`src/design/pof_pkg.sv`:
```
`timescale 1ns / 1ps
// ----------------------------------------------------------------------------
// pof_pkg: shared types and constants for the percussive onset fraction block
// Field widths, register indexes, reset values and the classified-bin record
// passed from the front end to the back end.
// ----------------------------------------------------------------------------
package pof_pkg;

    localparam int MAG_IN_W    = 24;  // magnitude port width
    localparam int BINS_W      = 12;
    localparam int THR_W       = 16;
    localparam int ZT_W        = 24;
    localparam int CFG_W       = 24;
    localparam int CFG_IDX_W   = 2;
    localparam int FRAC_W      = 17;
    localparam int FRAC_BITS   = 16;
    localparam int CNT_OUT_W   = 12;
    localparam int RISE_SHIFT  = 14;  // Q2.14 threshold
    localparam int POS_STATE_W = 11;  // bin position wraps at this width
    localparam int QUEUE_DEPTH = 4;
    localparam int QCNT_W      = $clog2(QUEUE_DEPTH + 1);

    localparam logic [CFG_IDX_W-1:0] REG_BINS_IN_USE    = 2'd0;
    localparam logic [CFG_IDX_W-1:0] REG_RISE_THRESHOLD = 2'd1;
    localparam logic [CFG_IDX_W-1:0] REG_ZERO_THRESHOLD = 2'd2;

    localparam logic [BINS_W-1:0] BINS_RESET = 12'd1024;
    localparam logic [THR_W-1:0]  RISE_RESET = 16'd23143;
    localparam logic [ZT_W-1:0]   ZERO_RESET = 24'd0;

    localparam logic [FRAC_W-1:0] FRAC_ONE = 17'h10000;

    typedef struct packed {
        logic [BINS_W-1:0] bins_in_use;
        logic [THR_W-1:0]  rise_threshold;
        logic [ZT_W-1:0]   zero_threshold;
    } cfg_t;

    typedef struct packed {
        logic rising;
        logic nonzero;
        logic last;
    } bin_class_t;

endpackage

```
`src/design/pof_queue.sv`:
```
`timescale 1ns / 1ps
// ----------------------------------------------------------------------------
// pof_queue: small FIFO of classified bins
// Decouples the classify pipeline from the counting and divide back end.
// ----------------------------------------------------------------------------
module pof_queue (
    input  logic                       clk,
    input  logic                       rst_n,
    input  logic                       push,
    input  pof_pkg::bin_class_t        push_entry,
    input  logic                       pop,
    output logic                       head_valid,
    output pof_pkg::bin_class_t        head,
    output logic [pof_pkg::QCNT_W-1:0] count
);

    localparam int PTR_W = $clog2(pof_pkg::QUEUE_DEPTH);

    pof_pkg::bin_class_t          slots_reg [pof_pkg::QUEUE_DEPTH];
    logic [PTR_W-1:0]             rd_ptr_reg;
    logic [PTR_W-1:0]             rd_ptr_next;
    logic [PTR_W-1:0]             wr_ptr_reg;
    logic [PTR_W-1:0]             wr_ptr_next;
    logic [pof_pkg::QCNT_W-1:0]   count_reg;
    logic [pof_pkg::QCNT_W-1:0]   count_next;

    always_comb
    begin
        rd_ptr_next = pop  ? rd_ptr_reg + PTR_W'(1) : rd_ptr_reg;
        wr_ptr_next = push ? wr_ptr_reg + PTR_W'(1) : wr_ptr_reg;
        count_next  = count_reg;
        if (push && !pop)
        begin
            count_next = count_reg + pof_pkg::QCNT_W'(1);
        end
        else if (pop && !push)
        begin
            count_next = count_reg - pof_pkg::QCNT_W'(1);
        end
    end

    always_ff @(posedge clk or negedge rst_n)
    begin
        if (!rst_n)
        begin
            rd_ptr_reg <= '0;
            wr_ptr_reg <= '0;
            count_reg  <= '0;
        end
        else
        begin
            rd_ptr_reg <= rd_ptr_next;
            wr_ptr_reg <= wr_ptr_next;
            count_reg  <= count_next;
        end
    end

    always_ff @(posedge clk)
    begin
        if (push)
        begin
            slots_reg[wr_ptr_reg] <= push_entry;
        end
    end

    assign head_valid = (count_reg != '0);
    assign head       = slots_reg[rd_ptr_reg];
    assign count      = count_reg;

`ifndef ASSERT_OFF
    a_no_overflow: assert property (@(posedge clk) disable iff (!rst_n)
        push |-> (32'(count_reg) < pof_pkg::QUEUE_DEPTH))
        else $error("queue push while full");

    a_no_underflow: assert property (@(posedge clk) disable iff (!rst_n)
        pop |-> (count_reg != '0))
        else $error("queue pop while empty");
`endif

endmodule

```
`config.mk`:
```
export PLATFORM = sky130hd
export DESIGN_NAME = pof_queue
export DESIGN_NICKNAME = d
export VERILOG_FILES = /design/src/design/pof_pkg.sv /design/src/design/pof_queue.sv
export SDC_FILE = /design/constraint.sdc
export NUM_CORES = 1
export LEC_CHECK = 0
export BUFFER_PORTS_ARGS = -buffer_cell sky130_fd_sc_hd__buf_2
export CELL_PAD_IN_SITES_DETAIL_PLACEMENT = 0
export CELL_PAD_IN_SITES_GLOBAL_PLACEMENT = 1
export CORE_ASPECT_RATIO = 1.25
export CORE_MARGIN = 10
export CORE_UTILIZATION = 47
export DETAILED_ROUTE_END_ITERATION = 6
export PLACE_DENSITY = 0.84
export SYNTH_ARGS = -nofsm -noshare
export SYNTH_HDL_FRONTEND = slang
export SYNTH_SLANG_ARGS = --single-unit
```
`constraint.sdc`:
```
create_clock -name clk -period 3.7 [get_ports clk]
set_clock_uncertainty 0.2 [all_clocks]
set_input_delay 0.185 -clock clk [delete_from_list [all_inputs] [get_ports clk]]
set_output_delay 0.185 -clock clk [all_outputs]
set_load 0.03 [all_outputs]
```
==> metrics.md <==
| Metric | Value |
|---|---|
| Total number of vias | `around 430` |
| Clk Latency, worst-skew pair | `0.29 ns` |
| Slew of the pin with the lowest slew margin | `between 0.2 and 0.3 ns` |
| Part of the power in registers | `between 40% and 50%` |
| Fraction of registers with async set/reset | `36.8%` |
| Fmax | `0.518 GHz` |
| Most used DFF post-synth | `edfxtp_1` |
| PortBufs | `13` |
| H-tree Lvls | `1` |
| Pwr Density | `roughly 760 nW/µm²` |
| Final WS setup | `between 1.5 and 2 ns` |
| Compound-gate portion of the synthesized area | `less than 1%` |
| Share of layout cells above drive strength 1 | `29.6%` |
| R2R setup slack | `2.11 ns` |
| Filler cell count | `119` |
| Leakage power | `slightly above 0.4 nW` |
| Final Setup Violations | `0` |
| Crit share post-route | `52.2%` |
| Critical Path Start Type | `input pin` |
| Vias per Instance | `4.84` |
| Worst Hold Class | `in2async` |
| Pins Over Slew Limit | `0` |
| Most frequent cell after synthesis | `edfxtp_1` |
| Critical Path Source | `pop` |
| Synth-to-layout area growth | `19.9%` |
| Grt total ovfl | `0` |
| Place WS | `2.03 ns` |
| Core footprint | `1620 µm²` |
| Initial DRT Pass Iterations | `3` |
| Synth top area cells | `edfxtp_1 (44%), dfrtp_1 (21%), mux4_2 (8.2%)` |
| Top Ports | `14` |
| Largest net degree at the start of global routing | `12` |
| Max_slew headroom | `between 80% and 90%` |
| Total clock buffers created by CTS | `3` |
| NetSw | `just under 0.3 mW` |
| Internal power | `0.456 mW` |
| Comb power frac | `38.9%` |
| Maximum VDD drop | `386 µV` |
| Rows | `16` |
| Initial antenna violation count | `0` |
| Clock group share of total power | `a little over an eighth` |
| Synth warn | `0` |
| Endpoint class of the critical path | `flip-flop` |
| Final wirelength | `1.35 mm` |
| Fin crit period | `1.93 ns` |
| Post-DRT Antenna Nets | `0` |
| Critical path peak fanout | `3` |
| Hold Buf Count CTS | `6` |
| Req. time, crit path | `~3.7 ns` |
| First-pass GRT wire length | `2.27 mm` |
| Routability cong. | `0.687` |
| Die area | `roughly 3800 µm²` |
| Synth Area in XOR/XNOR | `6.38%` |
| Post-synthesis cell count | `49` |
| Longest Clk Path Bufs | `2` |
| Post-synth top area share | `between 40 and 50%` |
| Area taken by multi-input logic gates | `262 µm²` |
| Die span in x | `57.4 µm` |
| Max FFs per register | `12` |
| Clk slew on worst S/H paths | `0.10 ns` |
| Simple-gate share of the synthesized area | `5.17%` |
| Starting Density | `between 50% and 60%` |
| R2R depth | `4` |
| Synthesized Nets | `62` |
| FF/Latch Area | `around 540 µm²` |
| Multiplexer share of the synthesized area | `under 10%` |
| Hold Violations, Final | `0` |
| Synth Register Bits | `19` |
| Clock Sinks | `19` |
| Gr usage total | `7.67%` |
| WS Path Type | `in2reg` |
| N_diodes | `0` |
| # resized after CTS | `0` |
| CP arrival | `1.95 ns` |
| Initial DRC Count | `12` |
| Non-filler cells, final | `a little under 90` |
| Dominant cell type by area after synthesis | `edfxtp_1` |
| Seq/Total Area, Yosys | `approximately two thirds` |
| Critical Path Sink | `count[2]` |
| Final hold slack | `0.0546 ns` |
| Nets | `85` |
| Run status | `finished, final reports clean` |
| Post-DR wirelength/cell | `15.2 µm` |
| Main combinational cell family by area after synthesis | `adder cells` |
| EDFF count, synth | `12` |
| Postcts setup bufs | `0` |
| Die Y | `66.8 µm` |
| TritonCTS clock tree | `built` |
| Fin Setup TNS | `0 ns` |
| Yosys cell types | `15` |
| Post-Synth Adder-Cell Area | `10.0%` |
| # DRC | `0` |
| Vias in the first global route | `495` |
| Most frequent cells after synthesis | `edfxtp_1 (12), dfrtp_1 (7), ha_1 (5)` |
| RSZ-0062 raised after global routing | `no` |
| Mapped cell area | `823 µm²` |
| # placed instances | `a little under 80` |
| Switch share | `38.9%` |
| Post-DP HPWL | `990 µm` |
| Synth Area per Inst | `16.8 µm²` |
| Reg2reg end | `count[2]` |
| Reg2reg start | `count[0]` |
| Root buf cell | `clkbuf_4` |
| Max-Cap Viols | `0` |
[logic make-up (layout without fill, tap and decap cells)]
group	after synthesis	count (layout)
flops	19	19
simple gates	8	8
fa+ha+maj	6	6
xor+xnor	6	6
buf+inv	5	27
mux	4	4
compound gates	1	1
[worst min-delay path by stage]
stage               startpoint        to  slack [ns]  cells past startpoint
finish                   rst_n  count[2]        0.05                      2
global route             rst_n  count[1]        0.04                      2
global placement         rst_n  count[2]       -0.18                      1
CTS                      rst_n  count[2]        0.04                      2
detailed placement       rst_n  count[2]       -0.17                      1
floorplan                rst_n  count[0]       -0.31                      0
[area by class of cell]
type	count	share of cell area [%]
Clock buffer	3	2.28
Clock inverter	1	0.507
Inverter	4	1.52
Multi-Input combinational cell	25	26.5
Sequential cell	19	54.2
Tap cell	18	2.28
Timing Repair Buffer	19	12.7
[stage by stage]
| stage | utilization, % | power [mW] | instance area [µm²] |
|---|---|---|---|
| finish | 60.9 | 0.747 | 987 |
| global route | 60.9 | 0.804 | 987 |
| CTS | 60.9 | 0.759 | 987 |
| detailed placement | 55.5 | 0.649 | 900 |
| global placement | 55.5 | 0.644 | 900 |
| floorplan | - | 0.576 | 823 |
[layout by cell type (no fill, tap or decap), drive strengths merged]
master	count
edfxtp	12
dlygate4sd3	6
fa	1
mux2	1
inv	4
xnor2	2
nand2	2
ha	5
and2	4
clkbuf	3
clkinv	1
nor2	1
or3	1
o21ai	1
mux4	3
dfrtp	7
xor2	4
buf	13
[metal layers]
metal,share of wire [%],vias to the layer above,global-route usage [%]
li1,-,211,-
met1,42,213,8.66
met2,52,5,12.4
met3,4.9,2,2.47
met4,0.96,0,4.41
met5,0,-,0
[power by group through the flow]
stage	clock network, mW	registers (mW)	logic [mW]
3_5_place_dp	0	0.361	0.288
5_1_grt	0.116	0.368	0.321
4_1_cts	0.104	0.358	0.297
3_3_place_gp	0	0.357	0.287
2_1_floorplan	0	0.370	0.206
6_report	0.103	0.354	0.290
[critical path, cell delays in order]
cell           delay [ns]
dlygate4sd3_1        0.54
buf_2                0.14
inv_1                0.05
ha_1                 0.17
inv_1                0.06
fa_1                 0.39
xor2_1               0.15
nor2_1               0.12
xor2_1               0.15
(Power assumes the default switching activity.)
