File: config.mk
export PLATFORM = sky130hd
export DESIGN_NAME = pof_back
export DESIGN_NICKNAME = d
export VERILOG_FILES = /design/src/design/pof_pkg.sv /design/src/design/pof_back.sv
export SDC_FILE = /design/constraint.sdc
export NUM_CORES = 1
export LEC_CHECK = 0
export BUFFER_PORTS_ARGS = -buffer_cell sky130_fd_sc_hd__buf_2
export CAP_MARGIN = 20
export CORE_MARGIN = 5
export CORE_UTILIZATION = 60
export DETAILED_ROUTE_END_ITERATION = 16
export PLACE_DENSITY = 0.83
export SLEW_MARGIN = 20
export SYNTH_ARGS = -nofsm -noshare
export SYNTH_HDL_FRONTEND = slang
export SYNTH_SLANG_ARGS = --single-unit
File: constraint.sdc
create_clock -name clk -period 3.9 [get_ports clk]
set_clock_uncertainty 0.2 [all_clocks]
set_input_delay 0.195 -clock clk [delete_from_list [all_inputs] [get_ports clk]]
set_output_delay 0.195 -clock clk [all_outputs]
set_load 0.02 [all_outputs]
File: src/design/pof_pkg.sv
`timescale 1ns / 1ps
// ----------------------------------------------------------------------------
// pof_pkg: shared types and constants for the percussive onset fraction block
// Field widths, register indexes, reset values and the classified-bin record
// passed from the front end to the back end.
// ----------------------------------------------------------------------------
package pof_pkg;

    localparam int MAG_IN_W    = 24;  // magnitude port width
    localparam int BINS_W      = 12;
    localparam int THR_W       = 16;
    localparam int ZT_W        = 24;
    localparam int CFG_W       = 24;
    localparam int CFG_IDX_W   = 2;
    localparam int FRAC_W      = 17;
    localparam int FRAC_BITS   = 16;
    localparam int CNT_OUT_W   = 12;
    localparam int RISE_SHIFT  = 14;  // Q2.14 threshold
    localparam int POS_STATE_W = 11;  // bin position wraps at this width
    localparam int QUEUE_DEPTH = 4;
    localparam int QCNT_W      = $clog2(QUEUE_DEPTH + 1);

    localparam logic [CFG_IDX_W-1:0] REG_BINS_IN_USE    = 2'd0;
    localparam logic [CFG_IDX_W-1:0] REG_RISE_THRESHOLD = 2'd1;
    localparam logic [CFG_IDX_W-1:0] REG_ZERO_THRESHOLD = 2'd2;

    localparam logic [BINS_W-1:0] BINS_RESET = 12'd1024;
    localparam logic [THR_W-1:0]  RISE_RESET = 16'd23143;
    localparam logic [ZT_W-1:0]   ZERO_RESET = 24'd0;

    localparam logic [FRAC_W-1:0] FRAC_ONE = 17'h10000;

    typedef struct packed {
        logic [BINS_W-1:0] bins_in_use;
        logic [THR_W-1:0]  rise_threshold;
        logic [ZT_W-1:0]   zero_threshold;
    } cfg_t;

    typedef struct packed {
        logic rising;
        logic nonzero;
        logic last;
    } bin_class_t;

endpackage

File: src/design/pof_back.sv
`timescale 1ns / 1ps
// ----------------------------------------------------------------------------
// pof_back: frame counters, fraction divider and result register
// Counts rising and nonzero bins, hands each finished frame to a restoring
// divider (one quotient bit per cycle) and holds the result for the sink.
// Counting of the next frame runs while the divider works.
// ----------------------------------------------------------------------------
module pof_back #(
    parameter int MAX_BINS = 2048
) (
    input  logic                          clk,
    input  logic                          rst_n,
    input  logic                          head_valid,
    input  pof_pkg::bin_class_t           head,
    output logic                          pop,
    output logic                          out_valid,
    input  logic                          out_ready,
    output logic [pof_pkg::FRAC_W-1:0]    rise_fraction,
    output logic [pof_pkg::CNT_OUT_W-1:0] rising_bins,
    output logic [pof_pkg::CNT_OUT_W-1:0] nonzero_bins
);

    localparam int CNT_W  = $clog2(MAX_BINS + 1);
    localparam int QB     = pof_pkg::FRAC_BITS;
    localparam int STEP_W = $clog2(QB);

    logic [CNT_W-1:0]  rise_cnt_reg;
    logic [CNT_W-1:0]  nz_cnt_reg;
    logic [CNT_W-1:0]  rise_sum;
    logic [CNT_W-1:0]  nz_sum;
    logic              div_free;
    logic              start;
    logic              deliver;

    logic              div_active_reg;
    logic              div_hold_reg;
    logic [STEP_W-1:0] step_reg;
    logic [CNT_W:0]    rem_reg;
    logic [QB-1:0]     quo_reg;
    logic [CNT_W-1:0]  den_reg;
    logic [CNT_W-1:0]  res_rise_reg;
    logic [CNT_W-1:0]  res_nz_reg;
    logic              res_zero_reg;
    logic              res_sat_reg;

    logic [CNT_W:0]    rem_sh;
    logic              rem_ge;
    logic [CNT_W:0]    rem_step;

    logic                       out_valid_reg;
    logic [pof_pkg::FRAC_W-1:0] out_frac_reg;
    logic [CNT_W-1:0]           out_rise_reg;
    logic [CNT_W-1:0]           out_nz_reg;
    logic [pof_pkg::FRAC_W-1:0] frac_value;

    assign div_free = !div_active_reg && !div_hold_reg;
    assign pop      = head_valid && (!head.last || div_free);
    assign start    = pop && head.last;
    assign rise_sum = rise_cnt_reg + CNT_W'(head.rising);
    assign nz_sum   = nz_cnt_reg + CNT_W'(head.nonzero);
    assign deliver  = div_hold_reg && (!out_valid_reg || out_ready);

    // remainder stays below the divisor, so doubling fits in CNT_W+1 bits
    always_comb
    begin
        rem_sh   = {rem_reg[CNT_W-1:0], 1'b0};
        rem_ge   = rem_sh >= {1'b0, den_reg};
        rem_step = rem_ge ? (rem_sh - {1'b0, den_reg}) : rem_sh;
    end

    always_comb
    begin
        if (res_zero_reg)
        begin
            frac_value = '0;
        end
        else if (res_sat_reg)
        begin
            frac_value = pof_pkg::FRAC_ONE;
        end
        else
        begin
            frac_value = {1'b0, quo_reg};
        end
    end

    always_ff @(posedge clk or negedge rst_n)
    begin
        if (!rst_n)
        begin
            rise_cnt_reg   <= '0;
            nz_cnt_reg     <= '0;
            div_active_reg <= 1'b0;
            div_hold_reg   <= 1'b0;
            step_reg       <= '0;
            out_valid_reg  <= 1'b0;
        end
        else
        begin
            if (pop)
            begin
                rise_cnt_reg <= head.last ? '0 : rise_sum;
                nz_cnt_reg   <= head.last ? '0 : nz_sum;
            end

            if (start)
            begin
                div_active_reg <= 1'b1;
                step_reg       <= '0;
            end
            else if (div_active_reg)
            begin
                step_reg <= step_reg + STEP_W'(1);
                if (32'(step_reg) == QB - 1)
                begin
                    div_active_reg <= 1'b0;
                    div_hold_reg   <= 1'b1;
                end
            end
            else if (deliver)
            begin
                div_hold_reg <= 1'b0;
            end

            if (deliver)
            begin
                out_valid_reg <= 1'b1;
            end
            else if (out_ready)
            begin
                out_valid_reg <= 1'b0;
            end
        end
    end

    always_ff @(posedge clk)
    begin
        if (start)
        begin
            rem_reg      <= {1'b0, rise_sum};
            quo_reg      <= '0;
            den_reg      <= nz_sum;
            res_rise_reg <= rise_sum;
            res_nz_reg   <= nz_sum;
            res_zero_reg <= (nz_sum == '0);
            res_sat_reg  <= (rise_sum >= nz_sum);
        end
        else if (div_active_reg)
        begin
            rem_reg <= rem_step;
            quo_reg <= {quo_reg[QB-2:0], rem_ge};
        end

        if (deliver)
        begin
            out_frac_reg <= frac_value;
            out_rise_reg <= res_rise_reg;
            out_nz_reg   <= res_nz_reg;
        end
    end

    assign out_valid     = out_valid_reg;
    assign rise_fraction = out_frac_reg;
    assign rising_bins   = pof_pkg::CNT_OUT_W'(out_rise_reg);
    assign nonzero_bins  = pof_pkg::CNT_OUT_W'(out_nz_reg);

`ifndef ASSERT_OFF
    a_div_states: assert property (@(posedge clk) disable iff (!rst_n)
        !(div_active_reg && div_hold_reg))
        else $error("divider both running and holding");

    a_full_fraction: assert property (@(posedge clk) disable iff (!rst_n)
        (out_valid_reg && (out_nz_reg != '0) && (out_rise_reg == out_nz_reg))
        |-> (out_frac_reg == pof_pkg::FRAC_ONE))
        else $error("all bins rising but fraction below one");

    a_zero_fraction: assert property (@(posedge clk) disable iff (!rst_n)
        (out_valid_reg && ((out_nz_reg == '0) || (out_rise_reg == '0)))
        |-> (out_frac_reg == '0))
        else $error("fraction nonzero with empty count");
`endif

endmodule

==> run_summary.xml, run 1 <==
<?xml version="1.0" encoding="UTF-8"?>
<metrics>
  <group name="run_status">
    <metric name="status" unit="">finished, final reports clean</metric>
  </group>
  <group name="drt">
    <metric name="routed_via_count_divided_by_cell_count" unit="">5.68</metric>
    <metric name="drt_first_iter_violations" unit="">279</metric>
    <metric name="vias" unit="">4158</metric>
    <metric name="wl_per_cell" unit="um">16.6</metric>
    <metric name="drt_first_pass_iters" unit="">5</metric>
    <metric name="routed_wirelength" unit="um">12100</metric>
    <metric name="final_antenna_net_count" unit="">0</metric>
    <metric name="remaining_drc_errors" unit="">0</metric>
  </group>
  <group name="timing">
    <metric name="finalMaxSlewViolations" unit="">0</metric>
    <metric name="timing_limited_maximum_frequency" unit="MHz">328</metric>
    <metric name="report.final.setup_viol" unit="">0</metric>
    <metric name="worst-slew-pin-transition" unit="ns">0.965</metric>
    <metric name="rsz0062_at_grt" unit="">no</metric>
    <metric name="setup-tns-final" unit="ns">0</metric>
    <metric name="hold_viol" unit="">0</metric>
    <metric name="slew-limit-headroom" unit="%">35.7</metric>
    <metric name="final.period_utilization" unit="%">78.1</metric>
    <metric name="layout_min_cycle_time" unit="ns">3.05</metric>
  </group>
  <group name="cells_and_area">
    <metric name="syn_to_final_growth" unit="%">18.1</metric>
    <metric name="seq_area" unit="mm^2">0.00347</metric>
    <metric name="nFillCells" unit="">651</metric>
    <metric name="footprint_of_the_multi_input_gates" unit="mm^2">0.00221</metric>
    <metric name="num_antenna_cells" unit="">0</metric>
    <metric name="nNetsFinal" unit="">620</metric>
    <metric name="proportion_of_layout_cells_with_a_drive_suffix_above_1" unit="%">16.9</metric>
    <metric name="final_core_util" unit="%">71.8</metric>
    <metric name="largest_register_ff_count" unit="">17</metric>
    <metric name="layout.cells.most_common_list" unit="">nand2_1, edfxtp_1, buf_2</metric>
  </group>
  <group name="pwr">
    <metric name="report.power.total" unit="mW">5.44</metric>
    <metric name="power.density_cell_area" unit="mW/mm^2">783</metric>
    <metric name="static-leakage-power" unit="nW">2.97</metric>
    <metric name="vdd_ir_drop_max" unit="mV">0.398</metric>
  </group>
  <group name="logic_synthesis">
    <metric name="synthArstFlopShare" unit="%">24.6</metric>
    <metric name="yosys.cell_types.count" unit="">59</metric>
    <metric name="synth-seq-area-share" unit="%">58.9</metric>
    <metric name="yosys_register_bits" unit="">126</metric>
    <metric name="synthFlopType" unit="">edfxtp_1</metric>
    <metric name="syn-num-nets" unit="">557</metric>
    <metric name="synth_warn" unit="">0</metric>
    <metric name="netlist_area" unit="mm^2">0.00589</metric>
    <metric name="synthesis.instances" unit="">523</metric>
    <metric name="postSynthAreaPerCell" unit="um^2">11.3</metric>
    <metric name="edff_count_synth" unit="">79</metric>
  </group>
  <group name="placed_design">
    <metric name="last_weighted_congestion_value_of_the_routability_driven_placer" unit="">0.867</metric>
    <metric name="post-dp-hpwl" unit="um">8200</metric>
    <metric name="io_buffer_count" unit="">49</metric>
  </group>
  <group name="die">
    <metric name="die_outline_height" unit="um">109</metric>
    <metric name="ioPinCount" unit="">50</metric>
    <metric name="initial_utilization" unit="%">60.8</metric>
    <metric name="design.core.area" unit="mm^2">0.00968</metric>
    <metric name="design.die.area" unit="mm^2">0.0119</metric>
    <metric name="std_cell_rows" unit="">36</metric>
    <metric name="fp.dieW" unit="um">109</metric>
  </group>
  <group name="setup_path">
    <metric name="crit-reg2reg-launch" unit="">rise_cnt_reg[0]</metric>
    <metric name="timing.critical_path.from_type" unit="">flip-flop</metric>
    <metric name="cp.arrival" unit="ns">3.11</metric>
    <metric name="worst_ep_required_time" unit="ns">3.96</metric>
    <metric name="cp-startpoint" unit="">rise_cnt_reg[0]</metric>
    <metric name="critical_path.max_fanout" unit="">5</metric>
    <metric name="cp-end-kind" unit="">flip-flop</metric>
    <metric name="worstSetupPathType" unit="">flip-flop to flip-flop</metric>
    <metric name="worstRegToRegCells" unit="">9</metric>
  </group>
  <group name="global_route">
    <metric name="groute.usage.overall" unit="%">22.0</metric>
    <metric name="largest_net_degree_at_the_start_of_global_routing" unit="">42</metric>
    <metric name="grt_pass1_vias" unit="">4072</metric>
    <metric name="antenna_violations_before_repair" unit="">0</metric>
    <metric name="globalRouteOverflowTotal" unit="">0</metric>
    <metric name="wire_length_of_the_first_global_routing_pass" unit="um">19900</metric>
  </group>
  <group name="clock_network">
    <metric name="cts_setup_buffers" unit="">0</metric>
    <metric name="tritoncts" unit="">yes</metric>
    <metric name="clock_tree.buffer_depth" unit="">2</metric>
    <metric name="clock-sinks" unit="">126</metric>
    <metric name="cts.clk_slew.worst_paths" unit="ns">0.06</metric>
    <metric name="cts_max_level" unit="">4</metric>
    <metric name="cts_hold_fix_bufs" unit="">8</metric>
    <metric name="clock_latency" unit="ns">0.52</metric>
    <metric name="resize_count_post_cts" unit="">0</metric>
    <metric name="cts_buffers" unit="">17</metric>
    <metric name="root_buffer" unit="">clkbuf_8</metric>
  </group>
  <group name="worst_hold_path">
    <metric name="hp-class" unit="">primary input to async pin</metric>
  </group>
  <group name="flow_run">
    <metric name="drv_cap" unit="">0</metric>
  </group>
</metrics>
where the power goes:
part / internal, mW / switching [mW] / leakage [nW]
Combinational: 0.668 / 1.09 / 1.37
Sequential: 1.87 / 0.188 / 1.31
Clock: 1.05 / 0.588 / 0.293
Total: 3.58 / 1.86 / 2.97
worst paths after layout:
check	end	slack, ns
setup reg to reg	res_sat_reg	0.85
setup / recovery	res_sat_reg	0.85
hold / removal	rise_cnt_reg[10]	0.05
min in group clk	rising_bins[10]	0.22
max in group asynchronous	out_valid	2.99
hold reg to reg	rising_bins[10]	0.22
layer usage:
| metal | vias up | part of all wire, % | track usage, % |
|---|---|---|---|
| met5 | - | 0 | 0 |
| met4 | 0 | 1.9 | 8.75 |
| met3 | 19 | 6.6 | 5.68 |
| met2 | 163 | 50 | 36.4 |
| met1 | 1980 | 41 | 27.7 |
| li1 | 1996 | - | - |
metrics by stage:
stage               std cells  hold slack [ns]  cell area (um^2)  worst slack, ns
floorplan                 523           -0.301              5890             1.14
global placement          692           0.0743              6250             1.00
detailed placement        692           0.0827              6250            0.921
CTS                       732           0.0669              6960            0.909
global route              732            0.101              6960            0.677
finish                    732           0.0528              6960            0.853
kinds of logic after synthesis:
logic type / synth area share, %
AND/OR/NAND/NOR: 14.4
flip-flops: 58.9
AO/OA/AOI/OAI: 12.1
buffers and inverters: 3.57
XOR/XNOR: 4.74
adder cells (fa/ha/maj): 6.03
multiplexers: 0.170
final cells by class:
class / count / area share, %
clock buffer: 17 / 5.95
sequential: 126 / 49.9
timing repair buffer: 62 / 5.22
tap: 133 / 2.39
clock inverter: 15 / 3.02
multi-input combinational: 346 / 31.8
inverter: 33 / 1.78
cell usage after synthesis (all sizes together), types with 5 or more instances:
cell	count	share of area (%)
clkbuf	13	0.83
edfxtp	79	40
nor2	26	1.7
nand4	12	1.3
a21oi	8	0.74
and2	16	1.7
xnor2	16	2.4
dfrtp	31	13
xor2	15	2.4
dfxtp	16	5.4
buf	5	0.64
o21ai	51	4.6
nor3	7	0.68
nand2	79	5.0
inv	33	2.1
a31oi	10	1.3
nand3	21	1.8
ha	26	5.5
o211ai	5	0.81
worst max-delay path, cell delays in order, from the launching register on:
cell	delay [ns]
dfrtp_1	0.39
ha_1	0.24
ha_1	0.27
xor2_1	0.38
ha_1	0.31
o21ai_0	0.14
o21bai_1	0.08
a221oi_1	0.26
o21ai_0	0.15
a221o_1	0.36
No activity file was read; power rests on OpenSTA's default activity.
==> run 2: changes to the inputs <==
CORE_UTILIZATION = 54   (was 60)
PLACE_DENSITY = 0.79   (was 0.83)
clock period = 2.55 ns   (was 3.9 ns; I/O delays follow)
==> run 2 against run 1 <==
- the run now ends with negative hold slack, negative setup slack left
- sequential power up 54%
- non-clock buffer count increased by 74
- clock-buffer cell count increased by 2
- worst setup slack worse by 1.1 ns
- hold slack lost 0.074 ns
- cell count rose by 11%
- sequential cell count unchanged
- register-to-register slack worse by 1.1 ns
- utilization is 0.65 points higher
- maximum frequency up 9.3%
- critical endpoint unchanged
- highest routed layer unchanged
==> run_summary.xml, run 2 (synthesis gave the netlist of run 1 again) <==
<?xml version="1.0" encoding="UTF-8"?>
<metrics>
  <group name="die">
    <metric name="design.die.area" unit="mm^2">0.0131</metric>
    <metric name="std_cell_rows" unit="">38</metric>
    <metric name="fp.dieW" unit="um">114</metric>
    <metric name="design.core.area" unit="mm^2">0.0107</metric>
    <metric name="ioPinCount" unit="">50</metric>
    <metric name="initial_utilization" unit="%">54.8</metric>
    <metric name="die_outline_height" unit="um">114</metric>
  </group>
  <group name="setup_path">
    <metric name="path_delay_family" unit="">compound AO/OA/AOI/OAI gates</metric>
    <metric name="slowest_delay" unit="ns">0.41</metric>
    <metric name="cp_slowest_cell" unit="">dfrtp_1</metric>
    <metric name="worstSetupPathType" unit="">flip-flop to flip-flop</metric>
    <metric name="cp.arrival" unit="ns">2.86</metric>
    <metric name="cp-startpoint" unit="">nz_cnt_reg[0]</metric>
    <metric name="timing.critical_path.cells" unit="">ha_4, ha_4, xor2_2, inv_1, ha_2, o21ai_1, o21bai_1, a221oi_1, o21ai_1, a221o_1</metric>
    <metric name="worstRegToRegCells" unit="">10</metric>
    <metric name="worst-path-stages" unit="">10</metric>
    <metric name="critical_path.max_fanout" unit="">3</metric>
    <metric name="cp-end-kind" unit="">flip-flop</metric>
    <metric name="worst_ep_required_time" unit="ns">2.62</metric>
    <metric name="cp_num_buf_inv" unit="">1</metric>
    <metric name="timing.critical_path.from_type" unit="">flip-flop</metric>
    <metric name="crit-reg2reg-launch" unit="">nz_cnt_reg[0]</metric>
  </group>
  <group name="timing">
    <metric name="hold_viol" unit="">31</metric>
    <metric name="timing_limited_maximum_frequency" unit="MHz">359</metric>
    <metric name="postLayoutSetupSlackWorst" unit="ns">-0.237</metric>
    <metric name="rsz0062_at_grt" unit="">yes</metric>
    <metric name="slew-limit-headroom" unit="%">51.8</metric>
    <metric name="worst-slew-pin-transition" unit="ns">0.723</metric>
    <metric name="final.hold.worst_slack" unit="ns">-0.0213</metric>
    <metric name="layout_min_cycle_time" unit="ns">2.79</metric>
    <metric name="report.final.setup_viol" unit="">2</metric>
    <metric name="final.period_utilization" unit="%">109</metric>
    <metric name="finalMaxSlewViolations" unit="">0</metric>
  </group>
  <group name="clock_network">
    <metric name="root_buffer" unit="">clkbuf_8</metric>
    <metric name="clock_tree.buffer_depth" unit="">2</metric>
    <metric name="cts_buffers" unit="">17</metric>
    <metric name="cts.clk_slew.worst_paths" unit="ns">0.06</metric>
    <metric name="clock-sinks" unit="">126</metric>
    <metric name="clock_latency" unit="ns">0.53</metric>
    <metric name="tritoncts" unit="">yes</metric>
    <metric name="cts_max_level" unit="">4</metric>
  </group>
  <group name="placed_design">
    <metric name="io_buffer_count" unit="">49</metric>
    <metric name="post-dp-hpwl" unit="um">9070</metric>
    <metric name="place.detailed.instances" unit="">758</metric>
    <metric name="last_weighted_congestion_value_of_the_routability_driven_placer" unit="">0.944</metric>
  </group>
  <group name="drt">
    <metric name="final_antenna_net_count" unit="">0</metric>
    <metric name="vias" unit="">4583</metric>
    <metric name="routed_wirelength" unit="um">14200</metric>
    <metric name="remaining_drc_errors" unit="">0</metric>
    <metric name="drt_first_pass_iters" unit="">5</metric>
    <metric name="drt_first_iter_violations" unit="">480</metric>
    <metric name="wl_per_cell" unit="um">17.4</metric>
    <metric name="routed_via_count_divided_by_cell_count" unit="">5.63</metric>
  </group>
  <group name="cells_and_area">
    <metric name="proportion_of_layout_cells_with_a_drive_suffix_above_1" unit="%">31.8</metric>
    <metric name="layout.cells.most_common_list" unit="">edfxtp_1, nand2_1, buf_4</metric>
    <metric name="final_cell_count_no_fill" unit="">814</metric>
    <metric name="num_antenna_cells" unit="">0</metric>
    <metric name="largest_register_ff_count" unit="">17</metric>
    <metric name="seq_area" unit="mm^2">0.00347</metric>
    <metric name="nNetsFinal" unit="">695</metric>
    <metric name="final_core_util" unit="%">72.5</metric>
    <metric name="nFillCells" unit="">731</metric>
    <metric name="footprint_of_the_multi_input_gates" unit="mm^2">0.00253</metric>
    <metric name="syn_to_final_growth" unit="%">32.3</metric>
    <metric name="commonest_non_fill_non_tap_cell_in_the_layout" unit="">edfxtp_1</metric>
  </group>
  <group name="pwr">
    <metric name="static-leakage-power" unit="nW">3.36</metric>
    <metric name="vdd_ir_drop_max" unit="mV">0.637</metric>
    <metric name="power.density_cell_area" unit="mW/mm^2">1130</metric>
    <metric name="report.power.total" unit="mW">8.83</metric>
  </group>
  <group name="flow_run">
    <metric name="drv_cap" unit="">0</metric>
  </group>
  <group name="global_route">
    <metric name="antenna_violations_before_repair" unit="">0</metric>
    <metric name="largest_net_degree_at_the_start_of_global_routing" unit="">40</metric>
    <metric name="grt_pass1_vias" unit="">4502</metric>
    <metric name="groute.usage.overall" unit="%">21.5</metric>
    <metric name="wire_length_of_the_first_global_routing_pass" unit="um">22000</metric>
    <metric name="globalRouteOverflowTotal" unit="">0</metric>
  </group>
  <group name="worst_hold_path">
    <metric name="hp-class" unit="">primary input to async pin</metric>
  </group>
  <group name="run_status">
    <metric name="status" unit="">finished with violations</metric>
    <metric name="failed_checks" unit="">negative hold slack, negative setup slack</metric>
  </group>
</metrics>
==> run 2: changes by cell type in the layout (fill, tap and decap cells not counted), sizes merged, moves of 2 or more <==
cell / change
clkbuf: +2
bufinv: -3
clkinv: +6
buf: +74
clkinvlp: -2
inv: -3
==> run 2: timing repair <==
action / CTS / global route
hold endpoints to repair: 47 / 0
hold buffers: 8 / 0
setup buffers: 4 / 10
pin swaps: 10 / 31
setup endpoints to repair: 14 / 13
cloned: 0 / 2
gates resized for setup: 10 / 40
==> run 2: worst register-to-register path, delay by kind of cell, from the launching register on <==
kind            cells  cell delay, ns
compound gates      5            0.98
flops               1            0.41
fa+ha+maj           3            0.65
buf+inv             1            0.09
xor+xnor            1            0.20
==> run 2: final timing paths <==
check / endpoint / slack (ns)
max: res_sat_reg / -0.24
min: nz_cnt_reg[2] / -0.02
max reg2reg: res_sat_reg / -0.24
min reg2reg: rising_bins[10] / 0.22
max in group asynchronous: nz_cnt_reg[2] / 1.68
min in group clk: rise_cnt_reg[0] / 0.03
==> run 2: cell type report <==
type                            instances  area share [%]
Clock buffer                           19            5.41
Clock inverter                         13            1.54
Inverter                               33            1.59
Multi-Input combinational cell        347            32.5
Sequential cell                       126            44.5
Tap cell                              140            2.25
Timing Repair Buffer                  136            12.2
==> run 2: per-layer routing <==
metal	part of all wire, %	GRT usage, %	wire (um)	up-vias
met5	0	0	0	-
li1	-	-	-	2154
met2	51	36.2	7230	178
met4	2.7	7.52	386	0
met1	40	27.0	5740	2212
met3	5.9	5.29	841	39
==> run 2: stage by stage <==
step                      setup TNS, ns  setup WS (ns)  area (um^2)
final                            -0.277         -0.237         7790
after global routing             -0.506         -0.333         7790
after global placement           -0.158         -0.158         6800
after floorplan                 -0.0512        -0.0512         5970
after CTS                        -0.182         -0.182         7500
after detailed placement         -0.738         -0.251         6800
==> run 2: power breakdown <==
group / internal, mW / leakage [nW] / switching [mW] / total (mW)
clock network: 1.29 / 0.260 / 0.913 / 2.21
registers: 2.85 / 1.30 / 0.299 / 3.15
logic: 1.52 / 1.80 / 1.95 / 3.47
total: 5.67 / 3.36 / 3.16 / 8.83
==> run 3: changes to the inputs <==
BUFFER_PORTS_ARGS = unset   (was -buffer_cell sky130_fd_sc_hd__buf_2)
CORE_MARGIN = unset   (was 5)
CORE_UTILIZATION = 57   (was 54)
DONT_BUFFER_PORTS = 1   (was unset)
PLACE_DENSITY = 0.78   (was 0.79)
RECOVER_POWER = 50   (was unset)
==> run 3 against run 2 <==
- register-to-register slack about the same
- largest power group is now sequential cells
- global-route usage increased by 5.0 points
- sequential cell count unchanged
- the flow finishes with violations (negative setup slack)
- maximum frequency about the same
- clock-buffer cell count unchanged
==> run_summary.xml, run 3 (synthesis gave the netlist of run 1 again) <==
<?xml version="1.0" encoding="UTF-8"?>
<metrics>
  <group name="timing">
    <metric name="slew-limit-headroom" unit="%">44.8</metric>
    <metric name="hold_viol" unit="">0</metric>
    <metric name="layout_min_cycle_time" unit="ns">2.79</metric>
    <metric name="setup-tns-final" unit="ns">-0.237</metric>
    <metric name="finalMaxSlewViolations" unit="">0</metric>
    <metric name="timing_limited_maximum_frequency" unit="MHz">359</metric>
    <metric name="postLayoutSetupSlackWorst" unit="ns">-0.237</metric>
    <metric name="final.hold.worst_slack" unit="ns">0.176</metric>
    <metric name="final.period_utilization" unit="%">109</metric>
    <metric name="rsz0062_at_grt" unit="">yes</metric>
    <metric name="worst-slew-pin-transition" unit="ns">0.829</metric>
    <metric name="report.final.setup_viol" unit="">1</metric>
  </group>
  <group name="drt">
    <metric name="drt_first_iter_violations" unit="">460</metric>
    <metric name="route.met2.wl" unit="um">7150</metric>
    <metric name="remaining_drc_errors" unit="">0</metric>
    <metric name="routed_via_count_divided_by_cell_count" unit="">5.91</metric>
    <metric name="detail_route.wirelength.met1" unit="um">5910</metric>
    <metric name="top_layer_used" unit="">met4</metric>
    <metric name="met3_routed_wl" unit="um">1020</metric>
    <metric name="vias" unit="">4474</metric>
    <metric name="drt_first_pass_iters" unit="">5</metric>
    <metric name="wl_per_cell" unit="um">19.0</metric>
    <metric name="routed_wirelength" unit="um">14400</metric>
    <metric name="final_antenna_net_count" unit="">0</metric>
  </group>
  <group name="die">
    <metric name="ioPinCount" unit="">50</metric>
    <metric name="die_outline_height" unit="um">104</metric>
    <metric name="design.die.area" unit="mm^2">0.0107</metric>
    <metric name="fp.dieW" unit="um">104</metric>
    <metric name="initial_utilization" unit="%">59.4</metric>
    <metric name="design.core.area" unit="mm^2">0.00991</metric>
    <metric name="std_cell_rows" unit="">36</metric>
  </group>
  <group name="cells_and_area">
    <metric name="num_antenna_cells" unit="">0</metric>
    <metric name="proportion_of_layout_cells_with_a_drive_suffix_above_1" unit="%">24.8</metric>
    <metric name="commonest_non_fill_non_tap_cell_in_the_layout" unit="">edfxtp_1</metric>
    <metric name="largest_register_ff_count" unit="">17</metric>
    <metric name="syn_to_final_growth" unit="%">27.0</metric>
    <metric name="layout.cells.most_common_list" unit="">edfxtp_1, nand2_1, buf_4</metric>
    <metric name="nFillCells" unit="">605</metric>
    <metric name="final_cell_count_no_fill" unit="">757</metric>
    <metric name="nNetsFinal" unit="">645</metric>
  </group>
  <group name="setup_path">
    <metric name="cp-end-kind" unit="">flip-flop</metric>
    <metric name="timing.critical_path.cells" unit="">ha_4, nand4_1, buf_4, nor4_4, xnor2_2, inv_1, ha_1, nand3_1, nor2_1, a221o_1</metric>
    <metric name="timing.critical_path.from_type" unit="">flip-flop</metric>
    <metric name="reg2reg_to" unit="">res_sat_reg</metric>
    <metric name="worstRegToRegCells" unit="">10</metric>
    <metric name="worstSetupPathType" unit="">flip-flop to flip-flop</metric>
    <metric name="critical_path.max_fanout" unit="">4</metric>
    <metric name="slowest_delay" unit="ns">0.39</metric>
    <metric name="reg2reg_setup_slack" unit="ns">-0.24</metric>
    <metric name="worst_ep_required_time" unit="ns">2.63</metric>
    <metric name="path_delay_family" unit="">simple AND/OR/NAND/NOR gates</metric>
    <metric name="cp_num_buf_inv" unit="">2</metric>
    <metric name="cp_slowest_cell" unit="">dfrtp_1</metric>
    <metric name="crit-reg2reg-launch" unit="">rise_cnt_reg[0]</metric>
    <metric name="cp.arrival" unit="ns">2.86</metric>
  </group>
  <group name="worst_hold_path">
    <metric name="hp-class" unit="">primary input to flip-flop</metric>
    <metric name="whs_endpoint" unit="">out_valid</metric>
    <metric name="hp-start" unit="">out_ready</metric>
    <metric name="whs_path_depth" unit="">3</metric>
  </group>
  <group name="placed_design">
    <metric name="post-dp-hpwl" unit="um">8590</metric>
    <metric name="dp_worst_setup_slack" unit="ns">-0.202</metric>
    <metric name="io_buffer_count" unit="">0</metric>
    <metric name="last_weighted_congestion_value_of_the_routability_driven_placer" unit="">0.911</metric>
    <metric name="place.detailed.instances" unit="">703</metric>
  </group>
  <group name="pwr">
    <metric name="internal_power" unit="mW">5.44</metric>
    <metric name="report.power.total" unit="mW">8.48</metric>
    <metric name="netSwitchingPower" unit="mW">3.04</metric>
    <metric name="combinational_cell_fraction_of_total_power" unit="%">33.6</metric>
    <metric name="static-leakage-power" unit="nW">3.18</metric>
    <metric name="part_of_the_total_power_dissipated_in_the_clock_network" unit="%">26.2</metric>
    <metric name="power_switching_share" unit="%">35.8</metric>
    <metric name="sequentialPowerShare" unit="%">40.2</metric>
    <metric name="vdd_ir_drop_max" unit="mV">0.461</metric>
    <metric name="power.density_cell_area" unit="mW/mm^2">1130</metric>
  </group>
  <group name="global_route">
    <metric name="wire_length_of_the_first_global_routing_pass" unit="um">22000</metric>
    <metric name="largest_net_degree_at_the_start_of_global_routing" unit="">40</metric>
    <metric name="globalRouteOverflowTotal" unit="">0</metric>
    <metric name="grt_pass1_vias" unit="">4386</metric>
    <metric name="antenna_violations_before_repair" unit="">0</metric>
    <metric name="groute.usage.overall" unit="%">26.5</metric>
  </group>
  <group name="clock_network">
    <metric name="root_buffer" unit="">clkbuf_8</metric>
    <metric name="cts_max_level" unit="">4</metric>
    <metric name="clock_tree.buffer_depth" unit="">2</metric>
    <metric name="cts.clk_slew.worst_paths" unit="ns">0.06</metric>
    <metric name="clock-sinks" unit="">126</metric>
    <metric name="cts_buffers" unit="">17</metric>
    <metric name="clock_latency" unit="ns">0.53</metric>
    <metric name="tritoncts" unit="">yes</metric>
  </group>
  <group name="run_status">
    <metric name="failed_checks" unit="">negative setup slack</metric>
    <metric name="status" unit="">finished with violations</metric>
  </group>
  <group name="flow_run">
    <metric name="drv_cap" unit="">0</metric>
  </group>
</metrics>
run 3: cell count changes in the layout (fill, tap and decap cells not counted), moves of 3 or more:
cell / previous run / this run
ha_1: 14 / 21
buf_6: 4 / 0
ha_2: 5 / 1
buf_4: 74 / 71
clkinv_4: 6 / 2
ha_4: 7 / 4
buf_2: 49 / 0
run 3: how the worst max path moves through the flow:
stage,from,to,slack [ns],cells past startpoint
finish,rise_cnt_reg[0],res_sat_reg,-0.24,10
floorplan,nz_cnt_reg[0],res_sat_reg,-0.05,9
global placement,rise_cnt_reg[0],res_sat_reg,-0.16,9
global route,rise_cnt_reg[0],res_sat_reg,-0.35,10
CTS,nz_cnt_reg[0],res_sat_reg,-0.17,9
detailed placement,nz_cnt_reg[0],res_sat_reg,-0.20,10
run 3: stage by stage:
step	util [%]	cell area, um^2
after floorplan	-	5970
after global placement	66.2	6560
after detailed placement	66.2	6560
after CTS	74.0	7330
after global routing	75.5	7480
final	75.5	7480
run 3: worst register-to-register path, stage by stage (launching register included):
cell,delay (ns)
dfrtp_1,0.39
ha_4,0.17
nand4_1,0.15
buf_4,0.20
nor4_4,0.32
xnor2_2,0.17
inv_1,0.09
ha_1,0.32
nand3_1,0.11
nor2_1,0.06
a221o_1,0.35
run 3: layer usage:
layer	vias to the layer above	GRT usage [%]
met4	0	10.8
li1	2057	-
met5	-	0
met3	26	6.61
met2	213	42.9
met1	2178	34.3
run 3: power by group through the flow:
stage               clock network (mW)  logic, mW  registers [mW]
floorplan                            0       1.83            3.34
global placement                     0       2.39            3.40
finish                            2.22       2.85            3.41
detailed placement                   0       2.51            3.42
global route                      2.33       3.11            3.47
CTS                               2.22       2.66            3.40
run 3: area by class of cell:
| cell class | count | area, um^2 | share of cell area [%] |
|---|---|---|---|
| clock buffers | 19 | 432 | 5.77 |
| multi-input cells | 347 | 2480 | 33.2 |
| flip-flops and latches | 126 | 3470 | 46.4 |
| repair buffers | 86 | 689 | 9.22 |
| well taps | 133 | 166 | 2.23 |
| inverters | 33 | 124 | 1.66 |
| clock inverters | 13 | 115 | 1.54 |
run 3: repair_timing:
action,in CTS,in global routing
gates resized for setup,13,21
endpoints found under the hold margin,63,0
hold buffers,11,0
endpoints found under the setup margin,13,13
pin swaps,6,19
buffers inserted,4,6
gates cloned,0,1
